==> src/hw/rtl/escd_pkg.sv <==
// ----------------------------------------------------------------------------
// escd_pkg
// Types, constants, microcode program and small tables for the seconds count
// to calendar date converter.
// ----------------------------------------------------------------------------
package escd_pkg;

    localparam int unsigned SEC_W  = 32;
    localparam int unsigned ZONE_W = 17;
    localparam int unsigned YEAR_W = 12;
    localparam int unsigned PACK_W = 31;

    localparam logic [YEAR_W-1:0] EPOCH_YEAR   = 12'd1970;
    localparam logic [YEAR_W-1:0] YEAR_1900    = 12'd1900;
    localparam logic [YEAR_W-1:0] YEAR_2000    = 12'd2000;
    localparam logic [YEAR_W-1:0] YEAR_2099    = 12'd2099;
    localparam logic [YEAR_W-1:0] YEAR_2100    = 12'd2100;

    // reciprocals of the odd factors 675, 225 and 15 after the power-of-two
    // factor is shifted off, rounded up so the quotient is exact in range
    localparam logic [25:0] RC_DAY   = 26'd50903317;
    localparam logic [13:0] RC_HOUR  = 14'd9321;
    localparam logic [10:0] RC_MIN   = 11'd1093;
    localparam int unsigned SH_DAY   = 35;
    localparam int unsigned SH_HOUR  = 21;
    localparam int unsigned SH_MIN   = 14;
    localparam logic [31:0] SECS_DAY  = 32'd86400;
    localparam logic [31:0] SECS_HOUR = 32'd3600;
    localparam logic [31:0] SECS_MIN  = 32'd60;

    localparam logic [PACK_W-1:0] PK_MON  = 31'd100000000;
    localparam logic [PACK_W-1:0] PK_DAY  = 31'd1000000;
    localparam logic [PACK_W-1:0] PK_HOUR = 31'd10000;
    localparam logic [PACK_W-1:0] PK_MIN  = 31'd100;

    localparam logic [3:0] LAST_MON = 4'd11;

    typedef logic [3:0] t_pc;

    typedef enum logic [3:0] {
        OP_WAIT,
        OP_QUOT,
        OP_REM,
        OP_SAVE_DAYS,
        OP_SAVE_HOUR,
        OP_SAVE_MIN,
        OP_YEAR,
        OP_MONTH,
        OP_PACK_MON,
        OP_PACK_DAY,
        OP_PACK_TIME,
        OP_OUT
    } t_op;

    typedef enum logic [1:0] {
        DS_DAY,
        DS_HOUR,
        DS_MIN
    } t_dsel;

    typedef enum logic [1:0] {
        CND_NEXT,
        CND_LOOP,
        CND_HOLD
    } t_cond;

    typedef struct packed {
        t_op   op;
        t_dsel dsel;
        t_cond cond;
        t_pc   jmp;
    } t_uword;

    typedef struct packed {
        logic loop;
        logic hold;
    } t_ustat;

    function automatic t_uword ucode_rom(input t_pc pc);
        t_uword w;
        case (pc)
            4'd0:    w = '{OP_WAIT,      DS_DAY,  CND_HOLD, 4'd1};
            4'd1:    w = '{OP_QUOT,      DS_DAY,  CND_NEXT, 4'd0};
            4'd2:    w = '{OP_REM,       DS_DAY,  CND_NEXT, 4'd0};
            4'd3:    w = '{OP_SAVE_DAYS, DS_DAY,  CND_NEXT, 4'd0};
            4'd4:    w = '{OP_QUOT,      DS_HOUR, CND_NEXT, 4'd0};
            4'd5:    w = '{OP_REM,       DS_HOUR, CND_NEXT, 4'd0};
            4'd6:    w = '{OP_SAVE_HOUR, DS_HOUR, CND_NEXT, 4'd0};
            4'd7:    w = '{OP_QUOT,      DS_MIN,  CND_NEXT, 4'd0};
            4'd8:    w = '{OP_REM,       DS_MIN,  CND_NEXT, 4'd0};
            4'd9:    w = '{OP_SAVE_MIN,  DS_MIN,  CND_NEXT, 4'd0};
            4'd10:   w = '{OP_YEAR,      DS_DAY,  CND_LOOP, 4'd10};
            4'd11:   w = '{OP_MONTH,     DS_DAY,  CND_LOOP, 4'd11};
            4'd12:   w = '{OP_PACK_MON,  DS_DAY,  CND_NEXT, 4'd0};
            4'd13:   w = '{OP_PACK_DAY,  DS_DAY,  CND_NEXT, 4'd0};
            4'd14:   w = '{OP_PACK_TIME, DS_DAY,  CND_NEXT, 4'd0};
            4'd15:   w = '{OP_OUT,       DS_DAY,  CND_HOLD, 4'd0};
            default: w = '{OP_WAIT,      DS_DAY,  CND_HOLD, 4'd1};
        endcase
        return w;
    endfunction

    // exact over the reachable years 1970..2106
    function automatic logic is_leap(input logic [YEAR_W-1:0] y);
        return (y[1:0] == 2'd0) && (y != YEAR_2100);
    endfunction

    function automatic logic [4:0] month_len(input logic [3:0] m, input logic leap);
        logic [4:0] len;
        case (m)
            4'd0, 4'd2, 4'd4, 4'd6, 4'd7, 4'd9, 4'd11: len = 5'd31;
            4'd1:    len = leap ? 5'd29 : 5'd28;
            default: len = 5'd30;
        endcase
        return len;
    endfunction

    function automatic logic [2:0] week_off(input logic [3:0] m);
        logic [2:0] w;
        case (m)
            4'd0, 4'd9:        w = 3'd0;
            4'd1, 4'd2, 4'd10: w = 3'd3;
            4'd3, 4'd6:        w = 3'd6;
            4'd4:              w = 3'd1;
            4'd5:              w = 3'd4;
            4'd7:              w = 3'd2;
            4'd8, 4'd11:       w = 3'd5;
            default:           w = 3'd0;
        endcase
        return w;
    endfunction

    // 8 is 1 mod 7, so fold octal digits
    function automatic logic [2:0] mod7(input logic [7:0] x);
        logic [4:0] s;
        logic [3:0] s2;
        s  = {3'd0, x[7:6]} + {2'd0, x[5:3]} + {2'd0, x[2:0]};
        s2 = {2'd0, s[4:3]} + {1'b0, s[2:0]};
        if (s2 >= 4'd7) begin
            s2 = s2 - 4'd7;
        end
        return s2[2:0];
    endfunction

endpackage

==> src/hw/rtl/escd_useq.sv <==
// ----------------------------------------------------------------------------
// escd_useq
// Microcode sequencer: step counter, program table and conditional jumps.
// ----------------------------------------------------------------------------
module escd_useq
    import escd_pkg::*;
(
    input  logic   i_clk,
    input  logic   i_rst_n,
    input  t_ustat i_stat,
    output t_uword o_cw
);

    t_pc    r_pc;
    t_pc    n_pc;
    t_uword cw;

    always_ff @(posedge i_clk) begin
        if (!i_rst_n) begin
            r_pc <= '0;
        end else begin
            r_pc <= n_pc;
        end
    end

    always_comb begin
        cw = ucode_rom(r_pc);
        case (cw.cond)
            CND_NEXT: n_pc = r_pc + 4'd1;
            CND_LOOP: n_pc = i_stat.loop ? cw.jmp : r_pc + 4'd1;
            CND_HOLD: n_pc = i_stat.hold ? r_pc : cw.jmp;
            default:  n_pc = '0;
        endcase
    end

    assign o_cw = cw;

    a_hold_stays: assert property (@(posedge i_clk) disable iff (!i_rst_n)
        (cw.cond == CND_HOLD && i_stat.hold) |=> (r_pc == $past(r_pc)))
        else $error("sequencer left a held step");

    a_loop_jumps: assert property (@(posedge i_clk) disable iff (!i_rst_n)
        (cw.cond == CND_LOOP && i_stat.loop) |=> (r_pc == $past(cw.jmp)))
        else $error("sequencer missed a loop jump");

endmodule

==> src/hw/rtl/escd_dpath.sv <==
// ----------------------------------------------------------------------------
// escd_dpath
// Datapath: reciprocal multiply divider, year and month subtraction, weekday,
// packed decimal accumulation and the output register.
// ----------------------------------------------------------------------------
module escd_dpath
    import escd_pkg::*;
(
    input  logic                i_clk,
    input  logic                i_rst_n,
    input  t_uword              i_cw,
    output t_ustat              o_stat,
    input  logic                i_cfg_wr_en,
    input  logic [ZONE_W-1:0]   i_cfg_wr_data,
    input  logic                i_in_valid,
    output logic                o_in_stall,
    input  logic [SEC_W-1:0]    i_seconds_count,
    output logic                o_out_valid,
    input  logic                i_out_stall,
    output logic [YEAR_W-1:0]   o_cal_year,
    output logic [3:0]          o_cal_month,
    output logic [4:0]          o_cal_day,
    output logic [4:0]          o_cal_hour,
    output logic [5:0]          o_cal_minute,
    output logic [5:0]          o_cal_second,
    output logic [2:0]          o_weekday,
    output logic                o_weekday_valid,
    output logic [PACK_W-1:0]   o_packed_decimal
);

    logic [ZONE_W-1:0] r_zone,  n_zone;
    logic [31:0]       r_rem,   n_rem;
    logic [15:0]       r_q,     n_q;
    logic [15:0]       r_days,  n_days;
    logic [YEAR_W-1:0] r_year,  n_year;
    logic [3:0]        r_mon,   n_mon;
    logic [4:0]        r_hour,  n_hour;
    logic [5:0]        r_min,   n_min;
    logic [5:0]        r_sec,   n_sec;
    logic [2:0]        r_wday,  n_wday;
    logic [PACK_W-1:0] r_acc,   n_acc;
    logic              r_o_valid, n_o_valid;
    logic [YEAR_W-1:0] r_o_year,  n_o_year;
    logic [3:0]        r_o_mon,   n_o_mon;
    logic [4:0]        r_o_day,   n_o_day;
    logic [4:0]        r_o_hour,  n_o_hour;
    logic [5:0]        r_o_min,   n_o_min;
    logic [5:0]        r_o_sec,   n_o_sec;
    logic [2:0]        r_o_wday,  n_o_wday;
    logic              r_o_wval,  n_o_wval;
    logic [PACK_W-1:0] r_o_pack,  n_o_pack;

    logic        leap;
    logic [8:0]  ylen;
    logic [4:0]  mlen;
    logic        y_more;
    logic        m_more;
    logic [50:0] p_day;
    logic [26:0] p_hour;
    logic [20:0] p_min;
    logic [3:0]  mon1;
    logic [4:0]  day1;
    logic [7:0]  yl;
    logic [2:0]  w1;
    logic [5:0]  w2;
    logic        out_hold;

    always_ff @(posedge i_clk) begin
        if (!i_rst_n) begin
            r_zone    <= '0;
            r_o_valid <= 1'b0;
        end else begin
            r_zone    <= n_zone;
            r_o_valid <= n_o_valid;
        end
    end

    always_ff @(posedge i_clk) begin
        r_rem    <= n_rem;
        r_q      <= n_q;
        r_days   <= n_days;
        r_year   <= n_year;
        r_mon    <= n_mon;
        r_hour   <= n_hour;
        r_min    <= n_min;
        r_sec    <= n_sec;
        r_wday   <= n_wday;
        r_acc    <= n_acc;
        r_o_year <= n_o_year;
        r_o_mon  <= n_o_mon;
        r_o_day  <= n_o_day;
        r_o_hour <= n_o_hour;
        r_o_min  <= n_o_min;
        r_o_sec  <= n_o_sec;
        r_o_wday <= n_o_wday;
        r_o_wval <= n_o_wval;
        r_o_pack <= n_o_pack;
    end

    always_comb begin
        leap     = is_leap(r_year);
        ylen     = leap ? 9'd366 : 9'd365;
        mlen     = month_len(r_mon, leap);
        y_more   = r_days >= {7'd0, ylen};
        m_more   = (r_mon < LAST_MON) && (r_days >= {11'd0, mlen});
        p_day    = 51'(r_rem[31:7]) * 51'(RC_DAY);
        p_hour   = 27'(r_rem[16:4]) * 27'(RC_HOUR);
        p_min    = 21'(r_rem[11:2]) * 21'(RC_MIN);
        mon1     = r_mon + 4'd1;
        day1     = r_days[4:0] + 5'd1;
        yl       = (r_year < YEAR_2100) ? 8'(r_year - YEAR_1900) : 8'(r_year - YEAR_2000);
        w1       = mod7(8'(yl + {2'd0, yl[7:2]}));
        w2       = {3'd0, w1} + {1'b0, day1} + {3'd0, week_off(r_mon)};
        if (yl[1:0] == 2'd0 && r_mon < 4'd2) begin
            w2 = w2 - 6'd1;
        end
        out_hold = r_o_valid && i_out_stall;

        n_zone    = i_cfg_wr_en ? i_cfg_wr_data : r_zone;
        n_rem     = r_rem;
        n_q       = r_q;
        n_days    = r_days;
        n_year    = r_year;
        n_mon     = r_mon;
        n_hour    = r_hour;
        n_min     = r_min;
        n_sec     = r_sec;
        n_wday    = r_wday;
        n_acc     = r_acc;
        n_o_valid = out_hold;
        n_o_year  = r_o_year;
        n_o_mon   = r_o_mon;
        n_o_day   = r_o_day;
        n_o_hour  = r_o_hour;
        n_o_min   = r_o_min;
        n_o_sec   = r_o_sec;
        n_o_wday  = r_o_wday;
        n_o_wval  = r_o_wval;
        n_o_pack  = r_o_pack;
        o_stat    = '{loop: 1'b0, hold: 1'b0};

        case (i_cw.op)
            OP_WAIT: begin
                o_stat.hold = !i_in_valid;
                if (i_in_valid) begin
                    n_rem = i_seconds_count + {{(SEC_W-ZONE_W){1'b0}}, r_zone};
                end
            end
            OP_QUOT: begin
                case (i_cw.dsel)
                    DS_DAY: begin
                        n_q = 16'(p_day >> SH_DAY);
                    end
                    DS_HOUR: begin
                        n_q = 16'(p_hour >> SH_HOUR);
                    end
                    default: begin
                        n_q = 16'(p_min >> SH_MIN);
                    end
                endcase
            end
            OP_REM: begin
                case (i_cw.dsel)
                    DS_DAY: begin
                        n_rem = r_rem - {16'd0, r_q} * SECS_DAY;
                    end
                    DS_HOUR: begin
                        n_rem = r_rem - {16'd0, r_q} * SECS_HOUR;
                    end
                    default: begin
                        n_rem = r_rem - {16'd0, r_q} * SECS_MIN;
                    end
                endcase
            end
            OP_SAVE_DAYS: begin
                n_days = r_q;
                n_year = EPOCH_YEAR;
                n_mon  = '0;
            end
            OP_SAVE_HOUR: begin
                n_hour = r_q[4:0];
            end
            OP_SAVE_MIN: begin
                n_min = r_q[5:0];
                n_sec = r_rem[5:0];
            end
            OP_YEAR: begin
                o_stat.loop = y_more;
                if (y_more) begin
                    n_days = r_days - {7'd0, ylen};
                    n_year = r_year + 12'd1;
                end
            end
            OP_MONTH: begin
                o_stat.loop = m_more;
                if (m_more) begin
                    n_days = r_days - {11'd0, mlen};
                    n_mon  = r_mon + 4'd1;
                end
            end
            OP_PACK_MON: begin
                n_acc  = PACK_W'(mon1) * PK_MON;
                n_wday = mod7({2'd0, w2});
            end
            OP_PACK_DAY: begin
                n_acc = r_acc + PACK_W'(day1) * PK_DAY;
            end
            OP_PACK_TIME: begin
                n_acc = r_acc + PACK_W'(r_hour) * PK_HOUR + PACK_W'(r_min) * PK_MIN
                      + PACK_W'(r_sec);
            end
            OP_OUT: begin
                o_stat.hold = out_hold;
                if (!out_hold) begin
                    n_o_valid = 1'b1;
                    n_o_year  = r_year;
                    n_o_mon   = mon1;
                    n_o_day   = day1;
                    n_o_hour  = r_hour;
                    n_o_min   = r_min;
                    n_o_sec   = r_sec;
                    n_o_wday  = r_wday;
                    n_o_wval  = (r_year <= YEAR_2099);
                    n_o_pack  = r_acc;
                end
            end
            default: begin
                o_stat = '{loop: 1'b0, hold: 1'b0};
            end
        endcase
    end

    assign o_in_stall       = (i_cw.op != OP_WAIT);
    assign o_out_valid      = r_o_valid;
    assign o_cal_year       = r_o_year;
    assign o_cal_month      = r_o_mon;
    assign o_cal_day        = r_o_day;
    assign o_cal_hour       = r_o_hour;
    assign o_cal_minute     = r_o_min;
    assign o_cal_second     = r_o_sec;
    assign o_weekday        = r_o_wday;
    assign o_weekday_valid  = r_o_wval;
    assign o_packed_decimal = r_o_pack;

    a_year_done: assert property (@(posedge i_clk) disable iff (!i_rst_n)
        (i_cw.op == OP_MONTH) |-> (r_days < 16'd366))
        else $error("month search entered with more than a year of days");

    a_fields_range: assert property (@(posedge i_clk) disable iff (!i_rst_n)
        (i_cw.op == OP_OUT) |-> (r_mon <= LAST_MON && r_hour <= 5'd23
                                 && r_min <= 6'd59 && r_sec <= 6'd59 && r_days < 16'd31))
        else $error("converted field out of range");

    a_out_load: assert property (@(posedge i_clk) disable iff (!i_rst_n)
        (i_cw.op == OP_OUT && !out_hold) |=> (r_o_valid && r_o_pack == $past(r_acc)))
        else $error("result item not loaded");

endmodule

==> src/hw/rtl/epoch_seconds_to_calendar_date_top.sv <==
// latency: an accepted item passes the day, hour and minute divide steps, the
// year and month loops (one subtraction per whole year past 1970 and per
// earlier month), the packing steps and the output load, held by output stall
// throughput: one item at a time; the year and month loops share one datapath
// reset: synchronous active-low; clears the zone offset, the step counter
// and the output valid
// ----------------------------------------------------------------------------
// epoch_seconds_to_calendar_date_top
// Seconds count to calendar date, time of day, weekday and packed decimal.
// ----------------------------------------------------------------------------
module epoch_seconds_to_calendar_date_top
    import escd_pkg::*;
(
    input  logic                i_clk,
    input  logic                i_rst_n,
    input  logic                i_cfg_wr_en,
    input  logic [ZONE_W-1:0]   i_cfg_wr_data,
    input  logic                i_in_valid,
    output logic                o_in_stall,
    input  logic [SEC_W-1:0]    i_seconds_count,
    output logic                o_out_valid,
    input  logic                i_out_stall,
    output logic [YEAR_W-1:0]   o_cal_year,
    output logic [3:0]          o_cal_month,
    output logic [4:0]          o_cal_day,
    output logic [4:0]          o_cal_hour,
    output logic [5:0]          o_cal_minute,
    output logic [5:0]          o_cal_second,
    output logic [2:0]          o_weekday,
    output logic                o_weekday_valid,
    output logic [PACK_W-1:0]   o_packed_decimal
);

    t_uword cw;
    t_ustat stat;

    escd_useq u_useq (
        .i_clk   (i_clk),
        .i_rst_n (i_rst_n),
        .i_stat  (stat),
        .o_cw    (cw)
    );

    escd_dpath u_dpath (
        .i_clk            (i_clk),
        .i_rst_n          (i_rst_n),
        .i_cw             (cw),
        .o_stat           (stat),
        .i_cfg_wr_en      (i_cfg_wr_en),
        .i_cfg_wr_data    (i_cfg_wr_data),
        .i_in_valid       (i_in_valid),
        .o_in_stall       (o_in_stall),
        .i_seconds_count  (i_seconds_count),
        .o_out_valid      (o_out_valid),
        .i_out_stall      (i_out_stall),
        .o_cal_year       (o_cal_year),
        .o_cal_month      (o_cal_month),
        .o_cal_day        (o_cal_day),
        .o_cal_hour       (o_cal_hour),
        .o_cal_minute     (o_cal_minute),
        .o_cal_second     (o_cal_second),
        .o_weekday        (o_weekday),
        .o_weekday_valid  (o_weekday_valid),
        .o_packed_decimal (o_packed_decimal)
    );

endmodule

==> config.mk <==
export PLATFORM = sky130hd
export DESIGN_NAME = epoch_seconds_to_calendar_date_top
export DESIGN_NICKNAME = d
export VERILOG_FILES = /design/src/hw/rtl/escd_pkg.sv /design/src/hw/rtl/escd_useq.sv /design/src/hw/rtl/escd_dpath.sv /design/src/hw/rtl/epoch_seconds_to_calendar_date_top.sv
export SDC_FILE = /design/constraint.sdc
export NUM_CORES = 2
export LEC_CHECK = 0
export BUFFER_PORTS_ARGS = -buffer_cell sky130_fd_sc_hd__buf_2
export CORE_MARGIN = 2
export CORE_UTILIZATION = 50
export DETAILED_ROUTE_END_ITERATION = 7
export PLACE_DENSITY = 0.66
export SYNTH_ARGS = -nofsm -noshare
export SYNTH_HDL_FRONTEND = slang
export SYNTH_SLANG_ARGS = --single-unit
==> constraint.sdc <==
create_clock -name i_clk -period 22.6 [get_ports i_clk]
set_input_delay 4.52 -clock i_clk [delete_from_list [all_inputs] [get_ports i_clk]]
set_output_delay 4.52 -clock i_clk [all_outputs]
set_load 0.03 [all_outputs]
==> run metrics <==
Clock Sinks=238; setup violators final=0; largest fanout on the critical path=8; critical path type=flop to flop; Compound-Gate Fraction of Synth Area=~14%; RSZ-0062 raised after global routing=false; Area after DPL=41000 um2; CP max stage delay=roughly 0.62 ns; critical hold path startpoint=u_dpath.r_rem[1]; GRT overflow=0; Synth area leader=ha_1; mux contribution to synthesized area=0.875%; Final nets=about 5400; 1st-iter DRT viols=around 1800; Cell variety after synth=roughly 110; Placer Congestion=about 0.94; clock buffer depth=3; total negative slack=0 ns; Synth area leaders=ha_1, fa_1, edfxtp_1, inv_1, xnor2_1; starting utilization of the core area=approximately half; CTS H-tree lvls=2; Synth Instances=slightly above 4000; slew margin rel.=between 10% and 20%; outcome=complete, no violations; area delta synth->final=8.29%; number of global-route vias before repair=between 20000 and 30000; GRT Overall Usage=between 20 and 25%; Ports=between 100 and 150; routed vias=around 29000; Die Span X=283 um; xor/xnor share of the synthesized area=under 10%; ys flop type=edfxtp_1; Critical Path RT=22.90 ns; critical path startpoint category=flop; Pins Over Slew Limit=0; antenna violations before repair=2; Post-Synth Adder-Cell Area=44.8%; setup bufs post-CTS=0; Port-buffer cells=between 100 and 150; Post-CTS Hold Buffers=0; CTS resizes=0; sequential area share after synthesis=between 15 and 20%; Setup Skew=roughly 0.024 ns; total wire length=~100000 um; #FFs+latches synth=about 240; Avg Inst Size Synth=about 9.7 um2; launch point of the worst reg-to-reg path=u_dpath.r_year[5]; Worst-path clk slew=0.05 ns; pin slew with the least headroom to its limit=~1.2 ns; nature of the critical path endpoint=flop; CP startpoint=u_dpath.r_year[5]; first-pass GRT wire length=159000 um; Vias per Instance=between 5 and 6; DRC=0; core area=~77000 um2; post-route cell area=~42000 um2; worst skew pair latency=between 0.5 and 0.6 ns; Hold Path Class=flop to flop; Fmax=0.0956 GHz; ratio of cells with drive above 1 in the final layout=6.93%; largest net degree at the start of global routing=67; Post-Syn Area=39000 um2; iteration count of the initial detailed-routing pass=5; slowest CP cell=fa_1; die height=roughly 280 um; Ys Warns=0; CTS Root Cell=clkbuf_16; Max-cap violations=0; die area=around 80000 um2; detailed placement HPWL=roughly 83000 um; TritonCTS clock tree=built; final number of hold-violating endpoints=0; Routed Antenna Nets=0; Site Rows=between 100 and 150; worst hold margin=0.417 ns; most frequent cell after synthesis=ha_1; simple-gate portion of the synthesized area=9.29%; Num CTS Buffers=34; crit share post-route=46.3%; largest family of logic cells by synthesized area=adder cells; post-DR wirelength/cell=roughly 19 um; share of the synthesized area in the top cell type=between 20% and 30%; syn_nets=5271; Final WS setup=12.14 ns; synth cell count leaders=ha_1, inv_1, fa_1; crit path time final=approximately 10 ns; Crit path arrival time=about 11 ns; Place WS=approximately 12 ns; fillcell total=about 7000; most used cell, CP=ha_1; EDFF count, synth=roughly 200; ys async rst share=0%
-- final cells by class --
class	instances	area, um2	area share [%]
Antenna cell	3	7.51	0.0178
Inverter	650	2440	5.77
Timing Repair Buffer	169	948	2.24
Clock buffer	43	936	2.21
Sequential cell	238	6810	16.1
Multi-Input combinational cell	3083	29600	69.9
Clock inverter	19	280	0.663
Tap cell	1040	1300	3.08
-- kinds of logic (layout without fill, tap and decap cells) --
| logic type | after synthesis | after routing |
|---|---|---|
| AOI/OAI and AO/OA | 833 | 833 |
| xor gates and xnor gates | 287 | 287 |
| adders and majority gates | 1195 | 1195 |
| buffers and inverters | 701 | 881 |
| DFF | 238 | 238 |
| muxes | 33 | 33 |
| other | 0 | 3 |
| and+or+nand+nor | 735 | 735 |
-- cells in the final DEF (no fill, tap or decap), types with 58 or more instances in the layout --
| cell type | instances |
|---|---|
| ha_1 | 857 |
| inv_1 | 649 |
| fa_1 | 338 |
| a21oi_1 | 225 |
| edfxtp_1 | 204 |
| nand2_1 | 193 |
| nor2_1 | 163 |
| xnor2_1 | 163 |
| o21ai_0 | 141 |
| buf_2 | 128 |
| xor2_1 | 124 |
| a21o_1 | 99 |
| nand3_1 | 76 |
| nor3_1 | 58 |
-- registers in the layout (all words and copies together) (netlist names), 6 cells and up, named ones only --
name                      count
u_dpath.r_min                 6
u_dpath.r_acc                31
u_useq.o_cw                   9
u_dpath.r_days               16
u_dpath.o_packed_decimal     31
u_dpath.o_cal_second          6
u_dpath.r_year               12
u_dpath.r_sec                 6
u_dpath.r_zone               17
u_dpath.r_q                  16
u_dpath.o_cal_year           12
u_dpath.o_cal_minute          6
u_dpath.r_rem                32
-- critical path: cells and delay by family (launching register included) --
| kind | cells | cell delay (ns) |
|---|---|---|
| multiplexers | 3 | 0.92 |
| flip-flops | 1 | 0.50 |
| AO/OA/AOI/OAI | 15 | 3.11 |
| AND/OR/NAND/NOR | 4 | 0.56 |
| buffers and inverters | 3 | 0.19 |
| XOR/XNOR | 2 | 0.30 |
| adder cells (fa/ha/maj) | 14 | 4.61 |
-- final timing paths --
| path | endpoint | cells after the start | slack (ns) |
|---|---|---|---|
| worst max-delay path | u_dpath.r_wday[1] | 41 | 12.14 |
| worst min-delay path | u_dpath.r_sec[1] | 0 | 0.42 |
| worst max register to register | u_dpath.r_wday[1] | 41 | 12.14 |
| worst min register to register | u_dpath.r_sec[1] | 0 | 0.42 |
-- metrics by stage --
step | instances | utilization (%)
finish | 5245 | 54.7
global route | 5242 | 54.6
CTS | 5242 | 54.6
detailed placement | 5180 | 53.1
global placement | 5180 | 53.1
floorplan | 4022 | -
-- routing by layer --
metal | part of all wire, % | track usage, %
met2 | 46 | 41.2
met4 | 3.2 | 7.80
met3 | 5.3 | 3.01
met1 | 46 | 34.2
met5 | 0.0080 | 0
Power is not shown: default switching activity piles up to over one toggle a cycle in this logic, so the estimate is an artifact.
